### src/design/ocp_pkg.sv
// shared constants, tables and helpers for the orbit camera position block
package ocp_pkg;

    // angle conversion: phase = floor((deg*256 + 45) / 90), biased positive for the divider
    localparam int DIV_W    = 25;
    localparam int QUOT_W   = 18;
    localparam int REM_W    = 7;
    localparam int DIVISOR  = 90;
    localparam int DEG_BIAS = 11796525;   // 45 + 90 * 2^17

    // cordic datapath
    localparam int CORD_W      = 34;
    localparam int ATAN_W      = 32;
    localparam int CORDIC_GAIN = 652032874;
    localparam int MAX_STEPS   = 24;

    // serial multiplier
    localparam int MUL_A_W = 34;
    localparam int MUL_B_W = 32;
    localparam int PROD_W  = MUL_A_W + MUL_B_W;

    // limits
    localparam int PITCH_LIMIT  = 15341;
    localparam int RADIUS_LOW   = 512;
    localparam int RADIUS_HIGH  = 20480;
    localparam int RADIUS_RESET = 2560;

    localparam int RADIUS_W = 15;
    localparam int COORD_W  = 24;
    localparam int DEG_W    = 16;
    localparam int PHASE_W  = 16;

    // input kinds
    localparam logic [1:0] KIND_SET = 2'd0;
    localparam logic [1:0] KIND_ADD = 2'd1;

    // register indexes
    localparam int CFG_IDX_W = 2;
    localparam logic [CFG_IDX_W-1:0] REG_RADIUS   = 2'd0;
    localparam logic [CFG_IDX_W-1:0] REG_TARGET_X = 2'd1;
    localparam logic [CFG_IDX_W-1:0] REG_TARGET_Y = 2'd2;
    localparam logic [CFG_IDX_W-1:0] REG_TARGET_Z = 2'd3;

    // atan(2^-i) with one turn = 2^32
    function automatic logic [ATAN_W-1:0] atan_turn(input logic [4:0] idx);
        logic [ATAN_W-1:0] v;
        case (idx)
            5'd0:  v = 32'h20000000;
            5'd1:  v = 32'h12E4051E;
            5'd2:  v = 32'h09FB385B;
            5'd3:  v = 32'h051111D4;
            5'd4:  v = 32'h028B0D43;
            5'd5:  v = 32'h0145D7E1;
            5'd6:  v = 32'h00A2F61E;
            5'd7:  v = 32'h00517C55;
            5'd8:  v = 32'h0028BE53;
            5'd9:  v = 32'h00145F2F;
            5'd10: v = 32'h000A2F98;
            5'd11: v = 32'h000517CC;
            5'd12: v = 32'h00028BE6;
            5'd13: v = 32'h000145F3;
            5'd14: v = 32'h0000A2FA;
            5'd15: v = 32'h0000517D;
            5'd16: v = 32'h000028BE;
            5'd17: v = 32'h0000145F;
            5'd18: v = 32'h00000A30;
            5'd19: v = 32'h00000518;
            5'd20: v = 32'h0000028C;
            5'd21: v = 32'h00000146;
            5'd22: v = 32'h000000A3;
            5'd23: v = 32'h00000051;
            default: v = '0;
        endcase
        return v;
    endfunction

    // biased dividend for the angle conversion
    function automatic logic [DIV_W-1:0] deg_to_num(input logic [DEG_W-1:0] d);
        logic [DIV_W:0] s;
        s = {{2{d[DEG_W-1]}}, d, 8'b0} + (DIV_W+1)'(DEG_BIAS);
        return s[DIV_W-1:0];
    endfunction

endpackage

### src/design/ocp_if.sv
// handshake channels of the orbit camera position block
interface ocp_in_if;
    logic        valid;
    logic        ready;
    logic [1:0]  kind;
    logic [15:0] yaw_deg;
    logic [15:0] pitch_deg;
    modport source(output valid, kind, yaw_deg, pitch_deg, input ready);
    modport sink(input valid, kind, yaw_deg, pitch_deg, output ready);
endinterface

interface ocp_out_if;
    logic        valid;
    logic        ready;
    logic [23:0] pos_x;
    logic [23:0] pos_y;
    logic [23:0] pos_z;
    modport source(output valid, pos_x, pos_y, pos_z, input ready);
    modport sink(input valid, pos_x, pos_y, pos_z, output ready);
endinterface

### src/design/orbit_camera_position.sv
// Orbit camera position: keeps yaw and pitch and returns target + radius * (cos p sin y,
// sin p, cos p cos y) for every input word. One word is worked at a time: two bit-serial
// divisions convert the angles, one shared cordic runs CORDIC_STEPS rotations for pitch
// and again for yaw, and one shared shift-add multiplier forms each of four products in
// turn. A finished word sits in the output register while the next input word is accepted.
module orbit_camera_position import ocp_pkg::*; #(
    parameter int CORDIC_STEPS = 16
) (
    input  logic                 i_clk,
    input  logic                 i_rst_n,
    ocp_in_if.sink               i_in,
    ocp_out_if.source            o_out,
    input  logic                 i_cfg_we,
    input  logic [CFG_IDX_W-1:0] i_cfg_idx,
    input  logic [COORD_W-1:0]   i_cfg_data
);
    typedef enum logic [3:0] {
        ST_IDLE, ST_DIV_P, ST_DIV_Y, ST_SIN_P, ST_SIN_Y,
        ST_MUL_C, ST_MUL_Y, ST_MUL_X, ST_MUL_Z, ST_OUT
    } t_state;

    t_state                    r_state;
    logic [RADIUS_W-1:0]       r_radius;
    logic [COORD_W-1:0]        r_tx, r_ty, r_tz;
    logic [PHASE_W-1:0]        r_yaw;
    logic [PHASE_W-1:0]        r_pitch;
    logic [1:0]                r_kind;
    logic [DEG_W-1:0]          r_yaw_deg;
    logic [QUOT_W-1:0]         r_dp;
    logic signed [CORD_W-1:0]  r_sp, r_cp, r_sy, r_cy;
    logic [30:0]               r_c;
    logic [24:0]               r_py, r_px, r_pz;
    logic                      r_out_valid;
    logic [COORD_W-1:0]        r_pos_x, r_pos_y, r_pos_z;

    logic                      r_div_start;
    logic [DIV_W-1:0]          r_div_num;
    logic                      r_cor_start;
    logic [PHASE_W-1:0]        r_cor_phase;
    logic                      r_mul_start;
    logic signed [MUL_A_W-1:0] r_mul_a;
    logic signed [MUL_B_W-1:0] r_mul_b;

    logic                      div_done;
    logic [QUOT_W-1:0]         div_quot;
    logic                      cor_done;
    logic signed [CORD_W-1:0]  cor_sin, cor_cos;
    logic                      mul_done;
    logic signed [PROD_W-1:0]  mul_prod;

    logic [RADIUS_W-1:0]       n_radius;
    logic [PHASE_W-1:0]        n_dy;
    logic signed [18:0]        n_psum;
    logic [PHASE_W-1:0]        n_pclamp;
    logic [PHASE_W-1:0]        n_yaw;
    logic [PHASE_W-1:0]        n_pitch;
    logic [PROD_W-1:0]         n_rnd30;
    logic [PROD_W-1:0]         n_rnd45;
    logic [24:0]               n_pz;

    function automatic logic [COORD_W-1:0] sat_add(input logic [COORD_W-1:0] t,
                                                   input logic [24:0] d);
        logic signed [25:0] s;
        s = $signed({{2{t[COORD_W-1]}}, t}) + $signed({d[24], d});
        if (s > 26'sd8388607) begin
            return 24'h7FFFFF;
        end else if (s < -26'sd8388608) begin
            return 24'h800000;
        end else begin
            return s[COORD_W-1:0];
        end
    endfunction

    ocp_div90 u_div (
        .i_clk   (i_clk),
        .i_rst_n (i_rst_n),
        .i_start (r_div_start),
        .i_num   (r_div_num),
        .o_done  (div_done),
        .o_quot  (div_quot)
    );

    ocp_cordic #(.STEPS(CORDIC_STEPS)) u_cordic (
        .i_clk   (i_clk),
        .i_rst_n (i_rst_n),
        .i_start (r_cor_start),
        .i_phase (r_cor_phase),
        .o_done  (cor_done),
        .o_sin   (cor_sin),
        .o_cos   (cor_cos)
    );

    ocp_smul u_mul (
        .i_clk   (i_clk),
        .i_rst_n (i_rst_n),
        .i_start (r_mul_start),
        .i_a     (r_mul_a),
        .i_b     (r_mul_b),
        .o_done  (mul_done),
        .o_prod  (mul_prod)
    );

    // radius writes saturate to the legal range
    always_comb begin
        priority if (i_cfg_data[RADIUS_W-1:0] < RADIUS_W'(RADIUS_LOW)) begin
            n_radius = RADIUS_W'(RADIUS_LOW);
        end else if (i_cfg_data[RADIUS_W-1:0] > RADIUS_W'(RADIUS_HIGH)) begin
            n_radius = RADIUS_W'(RADIUS_HIGH);
        end else begin
            n_radius = i_cfg_data[RADIUS_W-1:0];
        end
    end

    always_ff @(posedge i_clk) begin
        if (!i_rst_n) begin
            r_radius <= RADIUS_W'(RADIUS_RESET);
            r_tx     <= '0;
            r_ty     <= '0;
            r_tz     <= '0;
        end else if (i_cfg_we) begin
            unique case (i_cfg_idx)
                REG_RADIUS:   r_radius <= n_radius;
                REG_TARGET_X: r_tx     <= i_cfg_data;
                REG_TARGET_Y: r_ty     <= i_cfg_data;
                REG_TARGET_Z: r_tz     <= i_cfg_data;
            endcase
        end
    end

    // angle update, quotient carries a bias of 2^17
    always_comb begin
        n_dy = div_quot[PHASE_W-1:0];
        if (r_kind == KIND_ADD) begin
            n_psum = 19'($signed(r_pitch)) + 19'($signed({~r_dp[QUOT_W-1], r_dp[QUOT_W-2:0]}));
        end else begin
            n_psum = 19'($signed({~r_dp[QUOT_W-1], r_dp[QUOT_W-2:0]}));
        end
        priority if (n_psum > 19'(PITCH_LIMIT)) begin
            n_pclamp = PHASE_W'(PITCH_LIMIT);
        end else if (n_psum < -19'(PITCH_LIMIT)) begin
            n_pclamp = PHASE_W'(-PITCH_LIMIT);
        end else begin
            n_pclamp = n_psum[PHASE_W-1:0];
        end
        priority if (r_kind == KIND_SET) begin
            n_yaw   = n_dy;
            n_pitch = n_pclamp;
        end else if (r_kind == KIND_ADD) begin
            n_yaw   = r_yaw + n_dy;
            n_pitch = n_pclamp;
        end else begin
            n_yaw   = r_yaw;
            n_pitch = r_pitch;
        end
    end

    assign n_rnd30 = mul_prod + (PROD_W'(1) << 29);
    assign n_rnd45 = mul_prod + (PROD_W'(1) << 44);
    assign n_pz    = {{4{n_rnd45[PROD_W-1]}}, n_rnd45[PROD_W-1:45]};

    always_ff @(posedge i_clk) begin
        if (!i_rst_n) begin
            r_state     <= ST_IDLE;
            r_yaw       <= PHASE_W'(32768);
            r_pitch     <= '0;
            r_out_valid <= 1'b0;
            r_div_start <= 1'b0;
            r_cor_start <= 1'b0;
            r_mul_start <= 1'b0;
        end else begin
            r_div_start <= (r_state == ST_IDLE && i_in.valid)
                           || (r_state == ST_DIV_P && div_done);
            r_cor_start <= (r_state == ST_DIV_Y && div_done)
                           || (r_state == ST_SIN_P && cor_done);
            r_mul_start <= (r_state == ST_SIN_Y && cor_done)
                           || (mul_done && (r_state == ST_MUL_C || r_state == ST_MUL_Y
                                            || r_state == ST_MUL_X));
            // a held word stays until taken, a finished one is loaded in ST_OUT
            r_out_valid <= (r_state == ST_OUT) || (r_out_valid && !o_out.ready);
            unique case (r_state)
                ST_IDLE: begin
                    if (i_in.valid) begin
                        r_kind      <= i_in.kind;
                        r_yaw_deg   <= i_in.yaw_deg;
                        r_div_num   <= deg_to_num(i_in.pitch_deg);
                        r_state     <= ST_DIV_P;
                    end
                end
                ST_DIV_P: begin
                    if (div_done) begin
                        r_dp        <= div_quot;
                        r_div_num   <= deg_to_num(r_yaw_deg);
                        r_state     <= ST_DIV_Y;
                    end
                end
                ST_DIV_Y: begin
                    if (div_done) begin
                        r_yaw       <= n_yaw;
                        r_pitch     <= n_pitch;
                        r_cor_phase <= n_pitch;
                        r_state     <= ST_SIN_P;
                    end
                end
                ST_SIN_P: begin
                    if (cor_done) begin
                        r_sp        <= cor_sin;
                        r_cp        <= cor_cos;
                        r_cor_phase <= r_yaw;
                        r_state     <= ST_SIN_Y;
                    end
                end
                ST_SIN_Y: begin
                    if (cor_done) begin
                        r_sy        <= cor_sin;
                        r_cy        <= cor_cos;
                        r_mul_a     <= r_cp;
                        r_mul_b     <= {{(MUL_B_W-RADIUS_W){1'b0}}, r_radius};
                        r_state     <= ST_MUL_C;
                    end
                end
                ST_MUL_C: begin
                    if (mul_done) begin
                        r_c         <= mul_prod[45:15];
                        r_mul_a     <= r_sp;
                        r_mul_b     <= {{(MUL_B_W-RADIUS_W){1'b0}}, r_radius};
                        r_state     <= ST_MUL_Y;
                    end
                end
                ST_MUL_Y: begin
                    if (mul_done) begin
                        r_py        <= n_rnd30[54:30];
                        r_mul_a     <= r_sy;
                        r_mul_b     <= {r_c[30], r_c};
                        r_state     <= ST_MUL_X;
                    end
                end
                ST_MUL_X: begin
                    if (mul_done) begin
                        r_px        <= {{4{n_rnd45[PROD_W-1]}}, n_rnd45[PROD_W-1:45]};
                        r_mul_a     <= r_cy;
                        r_mul_b     <= {r_c[30], r_c};
                        r_state     <= ST_MUL_Z;
                    end
                end
                ST_MUL_Z: begin
                    if (mul_done) begin
                        r_pz    <= n_pz;
                        r_state <= ST_OUT;
                    end
                end
                ST_OUT: begin
                    if (!r_out_valid || o_out.ready) begin
                        r_pos_x     <= sat_add(r_tx, r_px);
                        r_pos_y     <= sat_add(r_ty, r_py);
                        r_pos_z     <= sat_add(r_tz, r_pz);
                        r_state     <= ST_IDLE;
                    end
                end
                default: r_state <= ST_IDLE;
            endcase
        end
    end

    assign i_in.ready  = r_state == ST_IDLE;
    assign o_out.valid = r_out_valid;
    assign o_out.pos_x = r_pos_x;
    assign o_out.pos_y = r_pos_y;
    assign o_out.pos_z = r_pos_z;
endmodule

### src/design/ocp_div90.sv
// bit-serial restoring divider by the constant 90
module ocp_div90 import ocp_pkg::*; (
    input  logic              i_clk,
    input  logic              i_rst_n,
    input  logic              i_start,
    input  logic [DIV_W-1:0]  i_num,
    output logic              o_done,
    output logic [QUOT_W-1:0] o_quot
);
    logic              r_busy;
    logic              r_done;
    logic [4:0]        r_cnt;
    logic [DIV_W-1:0]  r_num;
    logic [REM_W-1:0]  r_rem;
    logic [QUOT_W-1:0] r_quot;
    logic [REM_W:0]    n_trial;
    logic              n_ge;

    assign n_trial = {r_rem, r_num[DIV_W-1]};
    assign n_ge    = n_trial >= (REM_W+1)'(DIVISOR);

    always_ff @(posedge i_clk) begin
        if (!i_rst_n) begin
            r_busy <= 1'b0;
            r_done <= 1'b0;
            r_cnt  <= '0;
        end else begin
            r_done <= !i_start && r_busy && (r_cnt == 5'(DIV_W-1));
            if (i_start) begin
                r_busy <= 1'b1;
                r_cnt  <= '0;
                r_num  <= i_num;
                r_rem  <= '0;
            end else if (r_busy) begin
                r_rem  <= n_ge ? REM_W'(n_trial - (REM_W+1)'(DIVISOR)) : n_trial[REM_W-1:0];
                r_num  <= {r_num[DIV_W-2:0], 1'b0};
                r_quot <= {r_quot[QUOT_W-2:0], n_ge};
                r_cnt  <= r_cnt + 5'd1;
                if (r_cnt == 5'(DIV_W-1)) begin
                    r_busy <= 1'b0;
                end
            end
        end
    end

    assign o_done = r_done;
    assign o_quot = r_quot;
endmodule

### src/design/ocp_cordic.sv
// iterative cordic, one rotation per cycle, sine and cosine of a 16-bit phase
module ocp_cordic import ocp_pkg::*; #(
    parameter int STEPS = 16
) (
    input  logic                     i_clk,
    input  logic                     i_rst_n,
    input  logic                     i_start,
    input  logic [PHASE_W-1:0]       i_phase,
    output logic                     o_done,
    output logic signed [CORD_W-1:0] o_sin,
    output logic signed [CORD_W-1:0] o_cos
);
    localparam int IW = $clog2(STEPS);
    localparam logic signed [CORD_W-1:0] QTR  = CORD_W'(64'sd1073741824);
    localparam logic signed [CORD_W-1:0] HALF = CORD_W'(64'sd2147483648);

    logic                     r_busy;
    logic                     r_done;
    logic [IW-1:0]            r_i;
    logic                     r_neg;
    logic signed [CORD_W-1:0] r_x;
    logic signed [CORD_W-1:0] r_y;
    logic signed [CORD_W-1:0] r_z;
    logic signed [CORD_W-1:0] n_z0;
    logic signed [CORD_W-1:0] n_z1;
    logic                     n_neg;
    logic signed [CORD_W-1:0] n_xs;
    logic signed [CORD_W-1:0] n_ys;
    logic signed [CORD_W-1:0] n_at;

    always_comb begin
        n_z0  = {{2{i_phase[PHASE_W-1]}}, i_phase, 16'b0};
        n_z1  = n_z0;
        n_neg = 1'b0;
        // fold the outer half turn onto the inner one, negating both outputs
        priority if (n_z0 > QTR) begin
            n_z1  = n_z0 - HALF;
            n_neg = 1'b1;
        end else if (n_z0 < -QTR) begin
            n_z1  = n_z0 + HALF;
            n_neg = 1'b1;
        end else begin
            n_z1 = n_z0;
        end
    end

    assign n_xs = r_x >>> r_i;
    assign n_ys = r_y >>> r_i;
    assign n_at = CORD_W'(atan_turn(5'(r_i)));

    always_ff @(posedge i_clk) begin
        if (!i_rst_n) begin
            r_busy <= 1'b0;
            r_done <= 1'b0;
            r_i    <= '0;
        end else begin
            r_done <= !i_start && r_busy && (r_i == IW'(STEPS-1));
            if (i_start) begin
                r_busy <= 1'b1;
                r_i    <= '0;
                r_x    <= CORD_W'(CORDIC_GAIN);
                r_y    <= '0;
                r_z    <= n_z1;
                r_neg  <= n_neg;
            end else if (r_busy) begin
                if (!r_z[CORD_W-1]) begin
                    r_x <= r_x - n_ys;
                    r_y <= r_y + n_xs;
                    r_z <= r_z - n_at;
                end else begin
                    r_x <= r_x + n_ys;
                    r_y <= r_y - n_xs;
                    r_z <= r_z + n_at;
                end
                r_i <= r_i + IW'(1);
                if (r_i == IW'(STEPS-1)) begin
                    r_busy <= 1'b0;
                end
            end
        end
    end

    assign o_done = r_done;
    assign o_sin  = r_neg ? -r_y : r_y;
    assign o_cos  = r_neg ? -r_x : r_x;
endmodule

### src/design/ocp_smul.sv
// shift-add signed multiplier, one multiplier bit per cycle
module ocp_smul import ocp_pkg::*; (
    input  logic                      i_clk,
    input  logic                      i_rst_n,
    input  logic                      i_start,
    input  logic signed [MUL_A_W-1:0] i_a,
    input  logic signed [MUL_B_W-1:0] i_b,
    output logic                      o_done,
    output logic signed [PROD_W-1:0]  o_prod
);
    localparam int HI_W = MUL_A_W + 2;
    localparam int CW   = $clog2(MUL_B_W);

    logic                      r_busy;
    logic                      r_done;
    logic [CW-1:0]             r_cnt;
    logic signed [MUL_A_W-1:0] r_a;
    logic signed [HI_W-1:0]    r_hi;
    logic [MUL_B_W-1:0]        r_lo;
    logic signed [HI_W-1:0]    n_add;
    logic signed [HI_W-1:0]    n_sum;
    logic                      n_last;

    assign n_last = r_cnt == CW'(MUL_B_W-1);
    assign n_add  = r_lo[0] ? HI_W'(r_a) : '0;
    // the sign bit of the multiplier carries negative weight
    assign n_sum  = n_last ? r_hi - n_add : r_hi + n_add;

    always_ff @(posedge i_clk) begin
        if (!i_rst_n) begin
            r_busy <= 1'b0;
            r_done <= 1'b0;
            r_cnt  <= '0;
        end else begin
            r_done <= !i_start && r_busy && n_last;
            if (i_start) begin
                r_busy <= 1'b1;
                r_cnt  <= '0;
                r_a    <= i_a;
                r_hi   <= '0;
                r_lo   <= i_b;
            end else if (r_busy) begin
                r_hi  <= n_sum >>> 1;
                r_lo  <= {n_sum[0], r_lo[MUL_B_W-1:1]};
                r_cnt <= r_cnt + CW'(1);
                if (n_last) begin
                    r_busy <= 1'b0;
                end
            end
        end
    end

    assign o_done = r_done;
    assign o_prod = {r_hi[PROD_W-MUL_B_W-1:0], r_lo};
endmodule

### src/flat_wrapper.sv
// flat-port wrapper written by rule: the top's interface ports become plain ports
module orbit_camera_position_flat import ocp_pkg::*;
#(
    parameter int CORDIC_STEPS = 16
)
  (i_clk, i_rst_n, i_cfg_we, i_cfg_idx, i_cfg_data, i_in_valid, i_in_kind, i_in_yaw_deg, i_in_pitch_deg, i_in_ready, o_out_valid, o_out_pos_x, o_out_pos_y, o_out_pos_z, o_out_ready);
  ocp_in_if i_in_i ();
  ocp_out_if o_out_i ();
  input  logic i_clk;
  input  logic i_rst_n;
  input  logic i_cfg_we;
  input  logic [CFG_IDX_W-1:0] i_cfg_idx;
  input  logic [COORD_W-1:0] i_cfg_data;
  input wire logic [$bits(i_in_i.valid)-1:0] i_in_valid;
  input wire logic [$bits(i_in_i.kind)-1:0] i_in_kind;
  input wire logic [$bits(i_in_i.yaw_deg)-1:0] i_in_yaw_deg;
  input wire logic [$bits(i_in_i.pitch_deg)-1:0] i_in_pitch_deg;
  output wire logic [$bits(i_in_i.ready)-1:0] i_in_ready;
  output wire logic [$bits(o_out_i.valid)-1:0] o_out_valid;
  output wire logic [$bits(o_out_i.pos_x)-1:0] o_out_pos_x;
  output wire logic [$bits(o_out_i.pos_y)-1:0] o_out_pos_y;
  output wire logic [$bits(o_out_i.pos_z)-1:0] o_out_pos_z;
  input wire logic [$bits(o_out_i.ready)-1:0] o_out_ready;
  assign i_in_i.valid = i_in_valid;
  assign i_in_i.kind = i_in_kind;
  assign i_in_i.yaw_deg = i_in_yaw_deg;
  assign i_in_i.pitch_deg = i_in_pitch_deg;
  assign i_in_ready = i_in_i.ready;
  assign o_out_valid = o_out_i.valid;
  assign o_out_pos_x = o_out_i.pos_x;
  assign o_out_pos_y = o_out_i.pos_y;
  assign o_out_pos_z = o_out_i.pos_z;
  assign o_out_i.ready = o_out_ready;
  orbit_camera_position #(.CORDIC_STEPS(CORDIC_STEPS)) u_core (.i_clk(i_clk), .i_rst_n(i_rst_n), .i_in(i_in_i), .o_out(o_out_i), .i_cfg_we(i_cfg_we), .i_cfg_idx(i_cfg_idx), .i_cfg_data(i_cfg_data));
endmodule
### config.mk
export PLATFORM = sky130hd
export DESIGN_NAME = orbit_camera_position_flat
export DESIGN_NICKNAME = d
export VERILOG_FILES = /design/src/design/ocp_pkg.sv /design/src/design/ocp_if.sv /design/src/design/orbit_camera_position.sv /design/src/design/ocp_div90.sv /design/src/design/ocp_cordic.sv /design/src/design/ocp_smul.sv /design/src/flat_wrapper.sv
export SDC_FILE = /design/constraint.sdc
export NUM_CORES = 2
export LEC_CHECK = 0
export ABC_AREA = 0
export BUFFER_PORTS_ARGS = -buffer_cell sky130_fd_sc_hd__clkbuf_2
export CELL_PAD_IN_SITES_DETAIL_PLACEMENT = 0
export CELL_PAD_IN_SITES_GLOBAL_PLACEMENT = 1
export CORE_MARGIN = 4
export CORE_UTILIZATION = 55
export CTS_CLUSTER_DIAMETER = 100
export DETAILED_ROUTE_END_ITERATION = 6
export PLACE_DENSITY = 0.93
export RECOVER_POWER = 25
export SYNTH_ARGS = -nofsm -noshare
export SYNTH_HDL_FRONTEND = slang
export SYNTH_HIERARCHICAL = 1
export SYNTH_SLANG_ARGS = --single-unit
export TNS_END_PERCENT = 30
### constraint.sdc
create_clock -name i_clk -period 24.9 [get_ports i_clk]
set_input_delay 7.47 -clock i_clk [delete_from_list [all_inputs] [get_ports i_clk]]
set_output_delay 7.47 -clock i_clk [all_outputs]
set_load 0.03 [all_outputs]
==> reports/metrics.yaml <==
static-leakage-power_nw: 22.4
routedWlPerCell_um: 20.3
clk_pin_slew_worst_paths_ps: 60
clk_root_buffer_cell: "sky130_fd_sc_hd__clkbuf_16"
htree_levels: 3
timing.setup.critical_path_class: "in -> reg"
drc: 0
initialDrtViolationCount: 3616
post-route-period-util_pct: 40.0
grt_pass1_vias: 38200
clock_skew_ps: 55.4
worst_path_dominant_cell_family: "buffers and inverters"
setup_viol_count_final: 0
combinationalPowerShare_pct: 8.3
synth-edff-count: 694
syn_area_per_cell_um2: 10.3
crit_path_cell_trace: "buf_4 -> buf_4 -> buf_4 -> nand2_1 -> a21oi_4"
hold_buf_cts: 0
post_route_cells_drive_above_1_share_pct: 12.2
synth_cell_types: 121
cts_buffers: 92
status: "complete, but fails checks"
synth-async-reset-ratio_pct: 0
cts_resized: 0
clock_path_buffers: 3
timing_max_transition_violations_final: 394
cap_violations: 7
grt.overflow.total: 0
timing_hold_violations_final: 0
worstHoldPathType: "reg -> reg"
tns_ps: 0
grt_start_max_net_pins: 100
timing.critical_path.required_ps: 25180
antenna_left: 0
p_total_mw: 3.32
power.density_nw_per_um2: 56.6
fp.dieW_um: 322
violations: "max-capacitance violations, max-slew violations"
clock_sinks: 871
io_buffers: 138
crit_path_buffers_inverters: 3
place_hpwl_um: 95400
num_antenna_cells: 0
final_net_count: 5554
tritoncts: "yes"
number_of_synthesized_register_bits: 871
timing_limited_maximum_frequency_mhz: 100
cts_setup_buffers: 0
period_needed_ps: 9960
launching_element_type_of_the_critical_path: "input pin"
count_of_boundary_i_o_pins: 139
cp-end-kind: "flop"
finalWirelength_um: 133000
floorplan.die.height_um: 322
place_congestion: 0.909
critical_path.slowest_cell: "sky130_fd_sc_hd__a21oi_4"
ir_drop_mv: 0.0486
internal-power_mw: 2.52
switchingPower_mw: 0.795
floorplan_core_area_um2: 97100
data_arrival_time_of_the_worst_path_ps: 10230
p_sw_share_pct: 24.0
design.die.area_um2: 104000
timing.critical_path.slowest_cell_delay_ps: 1060
pwr-share-clk_pct: 42.6
placement_rows: 114
critPathMostFrequentCell: "sky130_fd_sc_hd__buf_4"
wire_length_of_the_first_global_routing_pass_um: 210000
yosys_most_used_dff: "sky130_fd_sc_hd__edfxtp_1"
seq_area_um2: 24400
seq_power_share_pct: 49.1
syn-cell-area_um2: 54100
maxSlewHeadroom_pct: -153
ys_warn_count: 6
critPathMaxFanout: 99
rsz0062_at_grt: "no"
multi_input_comb_area_um2: 28000
fill_cells: 7862
initial_standard_cell_utilization_of_the_core_pct: 55.7
tightestPinTransition_ps: 3800
vias_after_detailed_routing: 40800
postSynthCellCount: 5234
grt_usage_pct: 25.0
yosysSeqAreaShare_pct: 45.0
number_of_antenna_violations_at_the_first_check_in_global_routing: 1
syn2layout_area_growth_pct: 8.18
clk_latency_ps: 680
detail_route.vias_per_cell: 6.21
router_iterations_before_antenna_repair: 6
-- metal layers --
metal | vias to the layer above | wire, µm | global-route usage (%)
li1 | 19500 | - | -
met5 | - | 12 | 0
met1 | 19700 | 58700 | 34.8
met3 | 205 | 8590 | 3.17
met2 | 1434 | 62900 | 41.4
met4 | 2 | 3020 | 6.69
-- through the flow --
step	util [%]	setup WS, ps	instance area [µm²]	hold slack (ps)	cells
floorplan	-	9740	54200	400	5240
global placement	57.1	14440	55400	401	6399
detailed placement	57.1	14360	55400	405	6399
CTS	60.3	15070	58600	420	6573
global route	60.3	14730	58600	423	6574
finish	60.3	14940	58600	419	6574
-- cells in the final DEF, fill, tap and decap left out, drive strengths merged, types with 60 or more instances in the layout --
cell type	count
a31oi	83
o21ai	290
inv	120
mux2	167
a21o	153
mux2i	84
ha	262
nor2b	100
nand3	100
nor2	346
a21boi	98
nor3	79
xor2	177
xnor2	238
and3	68
nand2	526
dfxtp	177
nand2b	60
a21oi	370
edfxtp	694
clkbuf	254
-- state kept, by name, summed over array words and instances, names as in the netlist, 25 cells and up --
signal	flops
u_core/u_cordic/n_at	30
u_core/r_mul_b	31
u_core/u_div/r_num	25
u_core/r_py	25
u_core/u_cordic/r_x	34
u_core/u_mul/r_a	34
u_core/u_mul/r_lo	32
u_core/r_cp	34
u_core/r_c	31
u_core/r_sy	34
u_core/u_cordic/r_z	34
u_core/r_mul_a	34
u_core/u_mul/r_hi	35
u_core/r_cy	34
u_core/r_sp	34
u_core/u_cordic/r_y	34
-- path summary, 6_finish.rpt --
check | start | endpoint | slack [ps] | depth (start not counted)
max | i_rst_n | u_core/r_mul_a[0] | 14940 | 5
min | u_core/r_mul_a[1] | u_core/u_mul/r_a[1] | 420 | 0
max reg2reg | u_core/u_mul/r_lo[0] | u_core/u_mul/r_hi[32] | 17950 | 16
min reg2reg | u_core/r_mul_a[1] | u_core/u_mul/r_a[1] | 420 | 0
-- power by group through the flow --
stage                     sequential [mW]  combinational (mW)  clock (mW)
after detailed placement             1.66               0.273           0
final                                1.63               0.276        1.41
after floorplan                      1.64               0.218           0
after global routing                 1.63               0.303        1.51
after CTS                            1.63               0.276        1.44
after global placement               1.66               0.266           0
-- cell type report --
class | count | area share (%)
flip-flops and latches | 871 | 41.7
repair buffers | 182 | 1.71
clock inverters | 63 | 1.23
well taps | 1276 | 2.73
inverters | 114 | 0.735
multi-input cells | 3957 | 47.8
clock buffers | 111 | 4.16
-- logic make-up after synthesis --
group / count (synthesis) / synth area share, %
AO/OA/AOI/OAI: 1433 / 17.5
XOR/XNOR: 415 / 6.71
buffers and inverters: 412 / 3.44
flip-flops: 871 / 45.0
other: 2 / 0.0139
adder cells (fa/ha/maj): 277 / 6.50
multiplexers: 302 / 7.19
AND/OR/NAND/NOR: 1522 / 13.6
-- synthesized netlist by cell type, types with 20 or more instances --
master                       n  share of area [%]
sky130_fd_sc_hd__a211oi_1   40               0.55
sky130_fd_sc_hd__a21boi_0   97                1.3
sky130_fd_sc_hd__a21o_1    153                2.1
sky130_fd_sc_hd__a21oi_1   366                3.4
sky130_fd_sc_hd__a22oi_1    50               0.69
sky130_fd_sc_hd__a31oi_1    82               0.95
sky130_fd_sc_hd__and2_1     28               0.32
sky130_fd_sc_hd__and3_1     67               0.77
sky130_fd_sc_hd__buf_1      37               0.26
sky130_fd_sc_hd__buf_2      33               0.31
sky130_fd_sc_hd__buf_4      43               0.60
sky130_fd_sc_hd__clkbuf_1  168                1.2
sky130_fd_sc_hd__dfxtp_1   177                6.5
sky130_fd_sc_hd__edfxtp_1  694                 38
sky130_fd_sc_hd__ha_1      262                6.1
sky130_fd_sc_hd__inv_1     112               0.78
sky130_fd_sc_hd__mux2_2    165                3.4
sky130_fd_sc_hd__mux2i_1    84                1.6
sky130_fd_sc_hd__mux4_2     47                2.0
sky130_fd_sc_hd__nand2_1   526                3.6
sky130_fd_sc_hd__nand2b_1   59               0.68
sky130_fd_sc_hd__nand3_1   100               0.92
sky130_fd_sc_hd__nand4_1    37               0.43
sky130_fd_sc_hd__nor2_1    345                2.4
sky130_fd_sc_hd__nor2b_1    99                1.1
sky130_fd_sc_hd__nor3_1     78               0.72
sky130_fd_sc_hd__nor4_1     30               0.35
sky130_fd_sc_hd__o211ai_1   22               0.31
sky130_fd_sc_hd__o21a_1     49               0.68
sky130_fd_sc_hd__o21ai_0   282                2.6
sky130_fd_sc_hd__o21bai_1   25               0.35
sky130_fd_sc_hd__o31ai_1    46               0.64
sky130_fd_sc_hd__or2_2      21               0.24
sky130_fd_sc_hd__or3_1      25               0.29
sky130_fd_sc_hd__or4_1      20               0.28
sky130_fd_sc_hd__xnor2_1   238                3.9
sky130_fd_sc_hd__xor2_1    177                2.9
No activity file was read; power rests on OpenSTA's default activity.
